$ cat src/rtl/core/abm_pkg.sv
// ----------------------------------------------------------------------------
// abm_pkg
// Shared codes, widths and control types for the allocation bitmap.
// ----------------------------------------------------------------------------
package abm_pkg;

    // Fixed field widths of the request, result and register ports.
    localparam int OP_W     = 3;
    localparam int INDEX_W  = 10;
    localparam int ACTIVE_W = 11;

    // Default sizing handed to the top level.
    localparam int MAX_BITS_DEF  = 1024;
    localparam int WORD_BITS_DEF = 64;

    localparam logic [ACTIVE_W-1:0] ACTIVE_RESET = 11'd1024;

    // Request codes.
    localparam logic [OP_W-1:0] OP_SET      = 3'd0;
    localparam logic [OP_W-1:0] OP_CLR      = 3'd1;
    localparam logic [OP_W-1:0] OP_TEST     = 3'd2;
    localparam logic [OP_W-1:0] OP_FIND_SET = 3'd3;
    localparam logic [OP_W-1:0] OP_FIND_CLR = 3'd4;
    localparam logic [OP_W-1:0] OP_SET_ALL  = 3'd5;
    localparam logic [OP_W-1:0] OP_CLR_ALL  = 3'd6;

    // Commands from the controller to the datapath.
    typedef struct packed {
        logic accept;
        logic locate;
        logic modify;
        logic scan;
        logic sweep;
        logic load_out;
    } t_cmd;

    // Status from the datapath to the controller.
    typedef struct packed {
        logic rerr;
        logic scan_done;
        logic sweep_last;
        logic out_free;
    } t_stat;

endpackage

$ cat src/rtl/core/abm_datapath.sv
// ----------------------------------------------------------------------------
// abm_datapath
// Flag word memory, index decode, word scan and result registers.
// ----------------------------------------------------------------------------
module abm_datapath
    import abm_pkg::*;
#(
    parameter int MAX_BITS  = MAX_BITS_DEF,
    parameter int WORD_BITS = WORD_BITS_DEF
) (
    input  logic                i_clk,
    input  logic                i_rst_n,
    input  t_cmd                i_cmd,
    output t_stat               o_stat,
    input  logic [OP_W-1:0]     i_op,
    input  logic [INDEX_W-1:0]  i_bit_index,
    input  logic                i_cfg_we,
    input  logic [ACTIVE_W-1:0] i_cfg_data,
    input  logic                i_out_stall,
    output logic                o_out_valid,
    output logic                o_hit,
    output logic [INDEX_W-1:0]  o_found_index,
    output logic                o_range_error
);

    localparam int NWORDS  = (MAX_BITS + WORD_BITS - 1) / WORD_BITS;
    localparam int WA_W    = (NWORDS > 1) ? $clog2(NWORDS) : 1;
    localparam int BP_W    = $clog2(WORD_BITS);
    localparam int BASE_W  = $clog2(NWORDS * WORD_BITS + 1);
    localparam int CNT_W   = $clog2(MAX_BITS + 1);
    localparam int EFF_W   = (CNT_W > ACTIVE_W) ? CNT_W : ACTIVE_W;
    localparam int LW      = ((EFF_W > BASE_W) ? EFF_W : BASE_W) + 1;
    localparam int AW_MAX  = (WA_W > INDEX_W) ? WA_W : INDEX_W;
    localparam int RECIP   = (1 << 16) / WORD_BITS;
    localparam int RECIP_W = 17;
    localparam int MUL_W   = INDEX_W + RECIP_W;
    localparam int RW      = INDEX_W + 1;

    localparam logic [WA_W-1:0] LAST_WORD = WA_W'(NWORDS - 1);

    // Flag memory
    logic [WORD_BITS-1:0] r_mem [NWORDS];
    logic [WORD_BITS-1:0] r_rd_data;

    logic                 mem_we;
    logic [WA_W-1:0]      mem_wa;
    logic [WORD_BITS-1:0] mem_wd;
    logic                 mem_re;
    logic [WA_W-1:0]      mem_ra;

    // Request and decode registers
    logic [ACTIVE_W-1:0] r_active;
    logic [OP_W-1:0]     r_op;
    logic [INDEX_W-1:0]  r_idx;
    logic [INDEX_W-1:0]  r_q;
    logic [WA_W-1:0]     r_waddr;
    logic [BP_W-1:0]     r_bitpos;
    logic                r_fill;
    logic [WA_W-1:0]     r_sweep_addr;

    // Scan registers
    logic [WA_W-1:0]   r_iss_addr;
    logic [BASE_W-1:0] r_iss_base;
    logic              r_iss_done;
    logic              r_rd_vld;
    logic [BASE_W-1:0] r_chk_base;
    logic              r_chk_last;

    // Staged result and output stage
    logic               r_hit;
    logic [INDEX_W-1:0] r_found;
    logic               r_rerr;
    logic               r_out_valid;
    logic               r_o_hit;
    logic [INDEX_W-1:0] r_o_found;
    logic               r_o_rerr;

    logic [LW-1:0]        eff_l;
    logic [MUL_W-1:0]     q_prod;
    logic [RW-1:0]        qw_prod;
    logic [RW-1:0]        rem_raw;
    logic [RW-1:0]        rem_fix;
    logic                 rem_over;
    logic [INDEX_W-1:0]   q_fix;
    logic [AW_MAX-1:0]    q_ext;
    logic [WORD_BITS-1:0] bit_mask;
    logic [LW-1:0]        base_l;
    logic [LW-1:0]        span;
    logic [WORD_BITS-1:0] keep;
    logic [WORD_BITS-1:0] cand;
    logic [WORD_BITS-1:0] rev;
    logic [WORD_BITS-1:0] iso;
    logic [BP_W-1:0]      enc;
    logic                 found;
    logic                 chk_end;
    logic [LW-1:0]        found_full;
    logic                 scan_issue;

    // Effective size: the register value, capped at the storage size.
    always_comb begin
        eff_l = (LW'(r_active) < LW'(MAX_BITS)) ? LW'(r_active) : LW'(MAX_BITS);
    end

    // Word number by reciprocal multiplication; the estimate is low by at
    // most one, which the locate step corrects.
    assign q_prod = MUL_W'(i_bit_index) * MUL_W'(RECIP);

    always_comb begin
        qw_prod  = RW'(r_q) * RW'(WORD_BITS);
        rem_raw  = RW'(r_idx) - qw_prod;
        rem_over = (rem_raw >= RW'(WORD_BITS));
        rem_fix  = rem_over ? (rem_raw - RW'(WORD_BITS)) : rem_raw;
        q_fix    = r_q + INDEX_W'(rem_over);
        q_ext    = AW_MAX'(q_fix);
    end

    // Flags are stored MSB-first within a word.
    assign bit_mask = WORD_BITS'(1) << (BP_W'(WORD_BITS - 1) - r_bitpos);

    // Candidate word for a find, limited to flags below the effective size.
    always_comb begin
        base_l = LW'(r_chk_base);
        span   = eff_l - base_l;
        if (base_l >= eff_l) begin
            keep = '0;
        end else if (span >= LW'(WORD_BITS)) begin
            keep = '1;
        end else begin
            keep = ~({WORD_BITS{1'b1}} >> span[BP_W-1:0]);
        end
        cand    = ((r_op == OP_FIND_SET) ? r_rd_data : ~r_rd_data) & keep;
        found   = |cand;
        chk_end = r_chk_last || ((base_l + LW'(WORD_BITS)) >= eff_l);
    end

    // Lowest flag index is the most significant candidate bit: reverse the
    // word, isolate its lowest set bit and encode the one-hot result.
    always_comb begin
        int k;
        for (k = 0; k < WORD_BITS; k++) begin
            rev[k] = cand[WORD_BITS-1-k];
        end
        iso = rev & (~rev + WORD_BITS'(1));
        enc = '0;
        for (k = 0; k < WORD_BITS; k++) begin
            if (iso[k]) begin
                enc = enc | BP_W'(k);
            end
        end
        found_full = base_l + LW'(enc);
    end

    assign scan_issue = i_cmd.scan && !r_iss_done;

    // Memory port selection
    always_comb begin
        mem_we = 1'b0;
        mem_wa = r_sweep_addr;
        mem_wd = {WORD_BITS{r_fill}};
        if (i_cmd.sweep) begin
            mem_we = 1'b1;
        end else if (i_cmd.modify && (r_op == OP_SET)) begin
            mem_we = 1'b1;
            mem_wa = r_waddr;
            mem_wd = r_rd_data | bit_mask;
        end else if (i_cmd.modify && (r_op == OP_CLR)) begin
            mem_we = 1'b1;
            mem_wa = r_waddr;
            mem_wd = r_rd_data & ~bit_mask;
        end
        mem_re = i_cmd.locate || scan_issue;
        mem_ra = i_cmd.locate ? q_ext[WA_W-1:0] : r_iss_addr;
    end

    always_ff @(posedge i_clk) begin
        if (mem_we) begin
            r_mem[mem_wa] <= mem_wd;
        end
        if (mem_re) begin
            r_rd_data <= r_mem[mem_ra];
        end
    end

    // Request registers
    always_ff @(posedge i_clk) begin
        if (i_cmd.accept) begin
            r_op  <= i_op;
            r_idx <= i_bit_index;
            r_q   <= q_prod[16 +: INDEX_W];
        end
        if (i_cmd.locate) begin
            r_waddr  <= q_ext[WA_W-1:0];
            r_bitpos <= rem_fix[BP_W-1:0];
        end
        if (scan_issue) begin
            r_chk_base <= r_iss_base;
            r_chk_last <= (r_iss_addr == LAST_WORD);
        end
        if (i_cmd.load_out) begin
            r_o_hit   <= r_hit;
            r_o_found <= r_found;
            r_o_rerr  <= r_rerr;
        end
    end

    // Control state of the datapath
    always_ff @(posedge i_clk) begin
        if (!i_rst_n) begin
            r_active     <= ACTIVE_RESET;
            r_fill       <= 1'b0;
            r_sweep_addr <= '0;
            r_iss_addr   <= '0;
            r_iss_base   <= '0;
            r_iss_done   <= 1'b0;
            r_rd_vld     <= 1'b0;
            r_hit        <= 1'b0;
            r_found      <= '0;
            r_rerr       <= 1'b0;
            r_out_valid  <= 1'b0;
        end else begin
            if (i_cfg_we) begin
                r_active <= i_cfg_data;
            end
            if (i_cmd.accept) begin
                r_fill     <= (i_op == OP_SET_ALL);
                r_iss_addr <= '0;
                r_iss_base <= '0;
                r_iss_done <= 1'b0;
                r_rd_vld   <= 1'b0;
                r_hit      <= 1'b0;
                r_found    <= '0;
                r_rerr     <= ((i_op == OP_SET) || (i_op == OP_CLR) || (i_op == OP_TEST))
                              && (LW'(i_bit_index) >= eff_l);
            end else begin
                r_rd_vld <= scan_issue;
            end
            if (i_cmd.sweep) begin
                r_sweep_addr <= (r_sweep_addr == LAST_WORD) ? '0 : r_sweep_addr + WA_W'(1);
            end
            if (scan_issue) begin
                r_iss_addr <= r_iss_addr + WA_W'(1);
                r_iss_base <= r_iss_base + BASE_W'(WORD_BITS);
                r_iss_done <= (r_iss_addr == LAST_WORD);
            end
            if (i_cmd.modify && (r_op == OP_TEST)) begin
                r_hit <= |(r_rd_data & bit_mask);
            end
            if (i_cmd.scan && r_rd_vld && (found || chk_end)) begin
                r_hit   <= found;
                r_found <= found ? found_full[INDEX_W-1:0] : '0;
            end
            if (i_cmd.load_out) begin
                r_out_valid <= 1'b1;
            end else if (!i_out_stall) begin
                r_out_valid <= 1'b0;
            end
        end
    end

    always_comb begin
        o_stat.rerr       = r_rerr;
        o_stat.scan_done  = r_rd_vld && (found || chk_end);
        o_stat.sweep_last = (r_sweep_addr == LAST_WORD);
        o_stat.out_free   = !r_out_valid || !i_out_stall;
    end

    assign o_out_valid   = r_out_valid;
    assign o_hit         = r_o_hit;
    assign o_found_index = r_o_found;
    assign o_range_error = r_o_rerr;

    // A word update always follows the read of that word.
    a_modify_after_locate: assert property (@(posedge i_clk) disable iff (!i_rst_n)
        i_cmd.modify |-> $past(i_cmd.locate))
        else $error("word update without a preceding read");

    // The sweep wraps back to the first word after the last.
    a_sweep_wrap: assert property (@(posedge i_clk) disable iff (!i_rst_n)
        (i_cmd.sweep && o_stat.sweep_last) |=> (r_sweep_addr == '0))
        else $error("sweep address did not wrap");

    // A result is never loaded over one that is still stalled.
    a_no_overwrite: assert property (@(posedge i_clk) disable iff (!i_rst_n)
        (r_out_valid && i_out_stall) |-> !i_cmd.load_out)
        else $error("result register overwritten while stalled");

endmodule

$ cat src/rtl/core/abm_ctrl.sv
// ----------------------------------------------------------------------------
// abm_ctrl
// Request sequencer: reset clearing pass, bit access, find scan and sweeps.
// ----------------------------------------------------------------------------
module abm_ctrl
    import abm_pkg::*;
(
    input  logic            i_clk,
    input  logic            i_rst_n,
    input  logic            i_in_valid,
    input  logic [OP_W-1:0] i_op,
    output logic            o_in_stall,
    input  t_stat           i_stat,
    output t_cmd            o_cmd
);

    localparam logic [2:0] ST_SWEEP  = 3'd0;
    localparam logic [2:0] ST_IDLE   = 3'd1;
    localparam logic [2:0] ST_LOCATE = 3'd2;
    localparam logic [2:0] ST_MODIFY = 3'd3;
    localparam logic [2:0] ST_SCAN   = 3'd4;
    localparam logic [2:0] ST_DONE   = 3'd5;

    logic [2:0] r_state;
    logic [2:0] n_state;
    logic       r_sweep_item;
    logic       n_sweep_item;
    logic       accept;

    assign accept     = i_in_valid && (r_state == ST_IDLE);
    assign o_in_stall = (r_state != ST_IDLE);

    always_comb begin
        n_state      = r_state;
        n_sweep_item = r_sweep_item;
        case (r_state)
            ST_SWEEP: begin
                if (i_stat.sweep_last) begin
                    n_state = r_sweep_item ? ST_DONE : ST_IDLE;
                end
            end
            ST_IDLE: begin
                if (accept) begin
                    case (i_op)
                        OP_SET, OP_CLR, OP_TEST: n_state = ST_LOCATE;
                        OP_FIND_SET, OP_FIND_CLR: n_state = ST_SCAN;
                        OP_SET_ALL, OP_CLR_ALL: begin
                            n_state      = ST_SWEEP;
                            n_sweep_item = 1'b1;
                        end
                        default: n_state = ST_DONE;
                    endcase
                end
            end
            ST_LOCATE: begin
                // An out-of-range index leaves the flags untouched.
                n_state = i_stat.rerr ? ST_DONE : ST_MODIFY;
            end
            ST_MODIFY: n_state = ST_DONE;
            ST_SCAN: begin
                if (i_stat.scan_done) begin
                    n_state = ST_DONE;
                end
            end
            ST_DONE: begin
                if (i_stat.out_free) begin
                    n_state = ST_IDLE;
                end
            end
            default: n_state = ST_IDLE;
        endcase
    end

    always_ff @(posedge i_clk) begin
        if (!i_rst_n) begin
            r_state      <= ST_SWEEP;
            r_sweep_item <= 1'b0;
        end else begin
            r_state      <= n_state;
            r_sweep_item <= n_sweep_item;
        end
    end

    always_comb begin
        o_cmd.accept   = accept;
        o_cmd.locate   = (r_state == ST_LOCATE) && !i_stat.rerr;
        o_cmd.modify   = (r_state == ST_MODIFY);
        o_cmd.scan     = (r_state == ST_SCAN);
        o_cmd.sweep    = (r_state == ST_SWEEP);
        o_cmd.load_out = (r_state == ST_DONE) && i_stat.out_free;
    end

    // A find request goes straight to the word scan.
    a_find_to_scan: assert property (@(posedge i_clk) disable iff (!i_rst_n)
        (accept && ((i_op == OP_FIND_SET) || (i_op == OP_FIND_CLR)))
        |=> (r_state == ST_SCAN))
        else $error("find request did not start a scan");

    // Locating a flag is followed by its update or by the result.
    a_locate_next: assert property (@(posedge i_clk) disable iff (!i_rst_n)
        (r_state == ST_LOCATE) |=> ((r_state == ST_MODIFY) || (r_state == ST_DONE)))
        else $error("unexpected state after locate");

    // Reset and fill sweeps end with the last word.
    a_sweep_end: assert property (@(posedge i_clk) disable iff (!i_rst_n)
        ((r_state == ST_SWEEP) && !i_stat.sweep_last) |=> (r_state == ST_SWEEP))
        else $error("sweep left early");

endmodule

$ cat src/rtl/core/allocation_bitmap_find_first.sv
// ----------------------------------------------------------------------------
// allocation_bitmap_find_first
// Allocation bitmap with set, clear, test, set all, clear all and
// find-first-set / find-first-clear below a configurable active size.
// ----------------------------------------------------------------------------
//  Channel   Direction  Handshake                  Payload
//  request   in         i_in_valid / o_in_stall    i_op, i_bit_index
//  result    out        o_out_valid / i_out_stall  o_hit, o_found_index,
//                                                  o_range_error
//  config    in         i_cfg_we                   i_cfg_data (active size)
//
//  One request is in flight at a time. Set, clear and test pass through decode, read, update
//  and the result register (an out-of-range index skips the read and update); an unused code
//  goes straight to the result. Find scans at most MAX_BITS/WORD_BITS words (16 by default);
//  set all and clear all sweep every word. After reset a clearing pass over every word runs
//  before the first request is taken. A stalled result holds the next result back, but a
//  new request is taken while the previous result waits.
// ----------------------------------------------------------------------------
module allocation_bitmap_find_first
    import abm_pkg::*;
#(
    parameter int MAX_BITS  = MAX_BITS_DEF,
    parameter int WORD_BITS = WORD_BITS_DEF
) (
    input  logic                i_clk,
    input  logic                i_rst_n,
    input  logic                i_in_valid,
    output logic                o_in_stall,
    input  logic [OP_W-1:0]     i_op,
    input  logic [INDEX_W-1:0]  i_bit_index,
    output logic                o_out_valid,
    input  logic                i_out_stall,
    output logic                o_hit,
    output logic [INDEX_W-1:0]  o_found_index,
    output logic                o_range_error,
    input  logic                i_cfg_we,
    input  logic [ACTIVE_W-1:0] i_cfg_data
);

    t_cmd  cmd;
    t_stat stat;

    abm_ctrl u_ctrl (
        .i_clk      (i_clk),
        .i_rst_n    (i_rst_n),
        .i_in_valid (i_in_valid),
        .i_op       (i_op),
        .o_in_stall (o_in_stall),
        .i_stat     (stat),
        .o_cmd      (cmd)
    );

    abm_datapath #(
        .MAX_BITS  (MAX_BITS),
        .WORD_BITS (WORD_BITS)
    ) u_datapath (
        .i_clk         (i_clk),
        .i_rst_n       (i_rst_n),
        .i_cmd         (cmd),
        .o_stat        (stat),
        .i_op          (i_op),
        .i_bit_index   (i_bit_index),
        .i_cfg_we      (i_cfg_we),
        .i_cfg_data    (i_cfg_data),
        .i_out_stall   (i_out_stall),
        .o_out_valid   (o_out_valid),
        .o_hit         (o_hit),
        .o_found_index (o_found_index),
        .o_range_error (o_range_error)
    );

endmodule

$ cat config.mk
export PLATFORM = sky130hd
export DESIGN_NAME = allocation_bitmap_find_first
export DESIGN_NICKNAME = d
export VERILOG_FILES = /design/src/rtl/core/abm_pkg.sv /design/src/rtl/core/abm_datapath.sv /design/src/rtl/core/abm_ctrl.sv /design/src/rtl/core/allocation_bitmap_find_first.sv
export SDC_FILE = /design/constraint.sdc
export NUM_CORES = 2
export LEC_CHECK = 0
export CAP_MARGIN = 20
export CORE_MARGIN = 2
export CORE_UTILIZATION = 60
export DETAILED_ROUTE_END_ITERATION = 7
export DONT_BUFFER_PORTS = 1
export PLACE_DENSITY = 0.76
export SLEW_MARGIN = 30
export SYNTH_ARGS = -nofsm -noshare
export SYNTH_HDL_FRONTEND = slang
export SYNTH_HIERARCHICAL = 1
export SYNTH_SLANG_ARGS = --single-unit
$ cat constraint.sdc
create_clock -name i_clk -period 8 [get_ports i_clk]
set_clock_uncertainty 0.05 [all_clocks]
set_input_delay 1.6 -clock i_clk [delete_from_list [all_inputs] [get_ports i_clk]]
set_output_delay 1.6 -clock i_clk [all_outputs]
set_load 0.05 [all_outputs]
==> metrics <==
status completed; worst skew pair latency 0.71 ns; WHS Path Cells 0; min Tclk post-route 6.225 ns; synth warn 6; Clock transition at path regs 0.06 ns; CTS tree done; DRT antenna net count 0; largest area contributor in the netlist edfxtp_1; top post-synthesis cells by area edfxtp_1, mux4_2, nand2_1; Syn-to-layout area delta 10.44%; area of the core 83420 um2; vias per inst 7.166; WP buf/inv 4; CP required 8.49 ns; first-pass GRT wire length 212100 um; Commonest cells post-synth edfxtp_1, nand2_1, mux4_2; pre-CTS WS 1.885 ns; largest net degree at the start of global routing 129; Final period util 77.81%; final setup vio count 0; RSZ-0062 raised after global routing no; hold_buf cts 0; stages on the worst setup path 20; CTS Sinks 1173; Worst path max stage delay 0.68 ns; std cell rows 106; worst-margin pin slew 0.9949 ns; Gate power share 3.3%; R2R depth 20; number of global-route vias before repair 30738; synth unique cells 103; Max Cap Viol 0; CP Capture Type flip-flop; final net count 3207; DR WL/cell 33.78 um; register area share after synthesis 69.01%; Slew headroom 31.96%; Max Freq 160.7 MHz; Detailed Route Iter0 Violations 4271; Startpoint Class flip-flop; largest delay contributor family on the critical path compound AO/OA/AOI/OAI gates; Post-Syn Area 50410 um2; Slowest cell on crit path o311ai_1; initial antenna violation count 6; Die X 293.8 um; Primary FF master, synth edfxtp_1; Port Buffers 0; CTS H-Tree Depth 3; count leader, synth edfxtp_1; Yosys top cell area share 67.26%; HP Class flip-flop to flip-flop; Leakage 0.01645 uW; CP arrival 6.72 ns; die area 86340 um2; PD cells 220.2 nW/um2; switching power share of the total 20.89%; # DRC 0; GR Util All Layers 34.30%; Via Count 31042; Initial Utilization 60.42%; share of cells above drive strength 1 19.67%; gr ovfl total 0; FF+latch count, synth 1173; Syn Area/Cell 15.90 um2; I/O pin count 43; placed insts 4127; Reg power frac 55.8%; crit-path max FO 42; Synthesized Nets 3218; number of buffers created by CTS 108; DP HPWL 85690 um; clock buffer depth 3; crit-path most repeated cell nand2_1; Post-synth ARST share 0%; Worst Hold Slack 0.3503 ns; worst vdd ir 0.0002394 V; post-route core utilization 66.73%; sw power 2561 uW; Die H 293.8 um; final hold vios 0; Post-synth EDFFs 1129; Final Slew Violations 0; Clock Tree Root clkbuf_16; final WL 146400 um; drt first pass iters 6; routability congestion estimate 0.9823; Sum Neg Setup Slack 0 ns; Final Non-Filler Cells 4332; Mapped Cells 3171; Clock power frac 40.9%; post-CTS sizing 0; cell-internal power 9697 uW; Cell Chain, Critical Path buf_4 > inv_1 > nand2_1 > ha_1 > inv_1 > ha_1 > o21ba_2 > a31oi_2 > nor3_2 > o211ai_4 > buf_4 > o311ai_1 > o2111ai_1 > nor4_4 > and2_1 > a41oi_1 > mux2i_1 > nand2_1 > nand2_1 > mux2_2; Post-CTS Setup Bufs 0; type of the worst setup path flip-flop to flip-flop; final worst slack 1.775 ns
-- final cells by class --
cell class	instances	area, um2
diodes	3	7.507
clock buffers	132	2855
clock inverters	67	589.3
fillers	5310	27760
inverters	28	105.1
multi-input cells	1768	15180
flip-flops and latches	1173	34780
well taps	1080	1351
repair buffers	81	794.5
-- routing by layer --
layer / wire length (um) / share of wire (%) / vias up / track usage [%]
li1: - / - / 12650 / -
met1: 53690 / 37 / 15695 / 47.42
met2: 69300 / 47 / 2291 / 53.53
met3: 16880 / 12 / 396 / 7.696
met4: 6426 / 4.4 / 10 / 14.17
met5: 58 / 0.040 / - / 0
-- state kept, by name (all words and copies together) (netlist names), 3 cells and up --
name / count
u_ctrl/r_state: 3
u_datapath/r_op: 3
u_datapath/o_found_index: 10
u_datapath/r_bitpos: 6
u_datapath/r_chk_base: 5
u_datapath/r_found: 10
u_datapath/r_mem: 1024
u_datapath/r_active: 11
u_datapath/r_sweep_addr: 4
u_datapath/r_idx: 10
u_datapath/r_iss_addr: 4
u_datapath/r_waddr: 4
u_datapath/r_rd_data: 64
u_datapath/r_iss_base: 5
-- worst register-to-register path: cells and delay by family (launching register included) --
| kind | cells | cell delay [ns] |
|---|---|---|
| AO/OA/AOI/OAI | 6 | 1.91 |
| adder cells (fa/ha/maj) | 2 | 0.47 |
| buffers and inverters | 4 | 1.11 |
| flip-flops | 1 | 0.31 |
| multiplexers | 2 | 0.64 |
| AND/OR/NAND/NOR | 6 | 1.63 |
-- per-stage QoR --
stage	power, uW	instance area [um2]
after detailed placement	7359	51920
after floorplan	7207	50410
final	12260	55670
after CTS	12300	55360
after global placement	7340	51810
after global routing	12550	55660
-- power by group through the flow --
stage	clock network (uW)	logic, uW	registers [uW]
after global placement	0	393	6950
after global routing	5280	433	6840
after detailed placement	0	398	6960
final	5010	411	6840
after CTS	5070	402	6830
after floorplan	0	256	6950
-- kinds of logic (layout without fill, tap and decap cells) --
logic type / count (synthesis) / in the layout / share of synthesized area [%]
flops: 1173 / 1173 / 69.01
buf+inv: 230 / 308 / 1.887
other cells: 0 / 3 / 0
compound gates: 573 / 573 / 7.640
fa+ha+maj: 20 / 20 / 0.4865
xor+xnor: 67 / 67 / 1.164
mux: 279 / 279 / 11.90
simple gates: 829 / 829 / 7.911
-- cells in the final DEF (no fill, tap or decap), drive strengths merged, types with 9 or more instances in the layout --
cell type and count:
a2111oi 10, a211oi 75, a21oi 155, a22oi 22, a31o 11, a31oi 98
and2 77, and3 19, buf 80, clkbuf 133, clkinv 50, dfxtp 44
edfxtp 1129, ha 18, inv 30, mux2i 19, mux4 256, nand2 286
nand2b 23, nand3 45, nand4 23, nor2 213, nor2b 16, nor3 51
nor4 17, o211ai 19, o21ai 71, o22ai 9, o311ai 20, or3 20
xnor2 61
-- worst paths after layout --
kind                                start  slack, ns                     endpoint
setup / recovery  u_datapath/r_active[10]       1.78            u_ctrl/r_state[2]
setup reg to reg  u_datapath/r_active[10]       1.78            u_ctrl/r_state[2]
hold / removal      u_datapath/r_found[4]       0.35  u_datapath/o_found_index[4]
hold reg to reg     u_datapath/r_found[4]       0.35  u_datapath/o_found_index[4]
No activity file was read; power rests on OpenSTA's default activity.
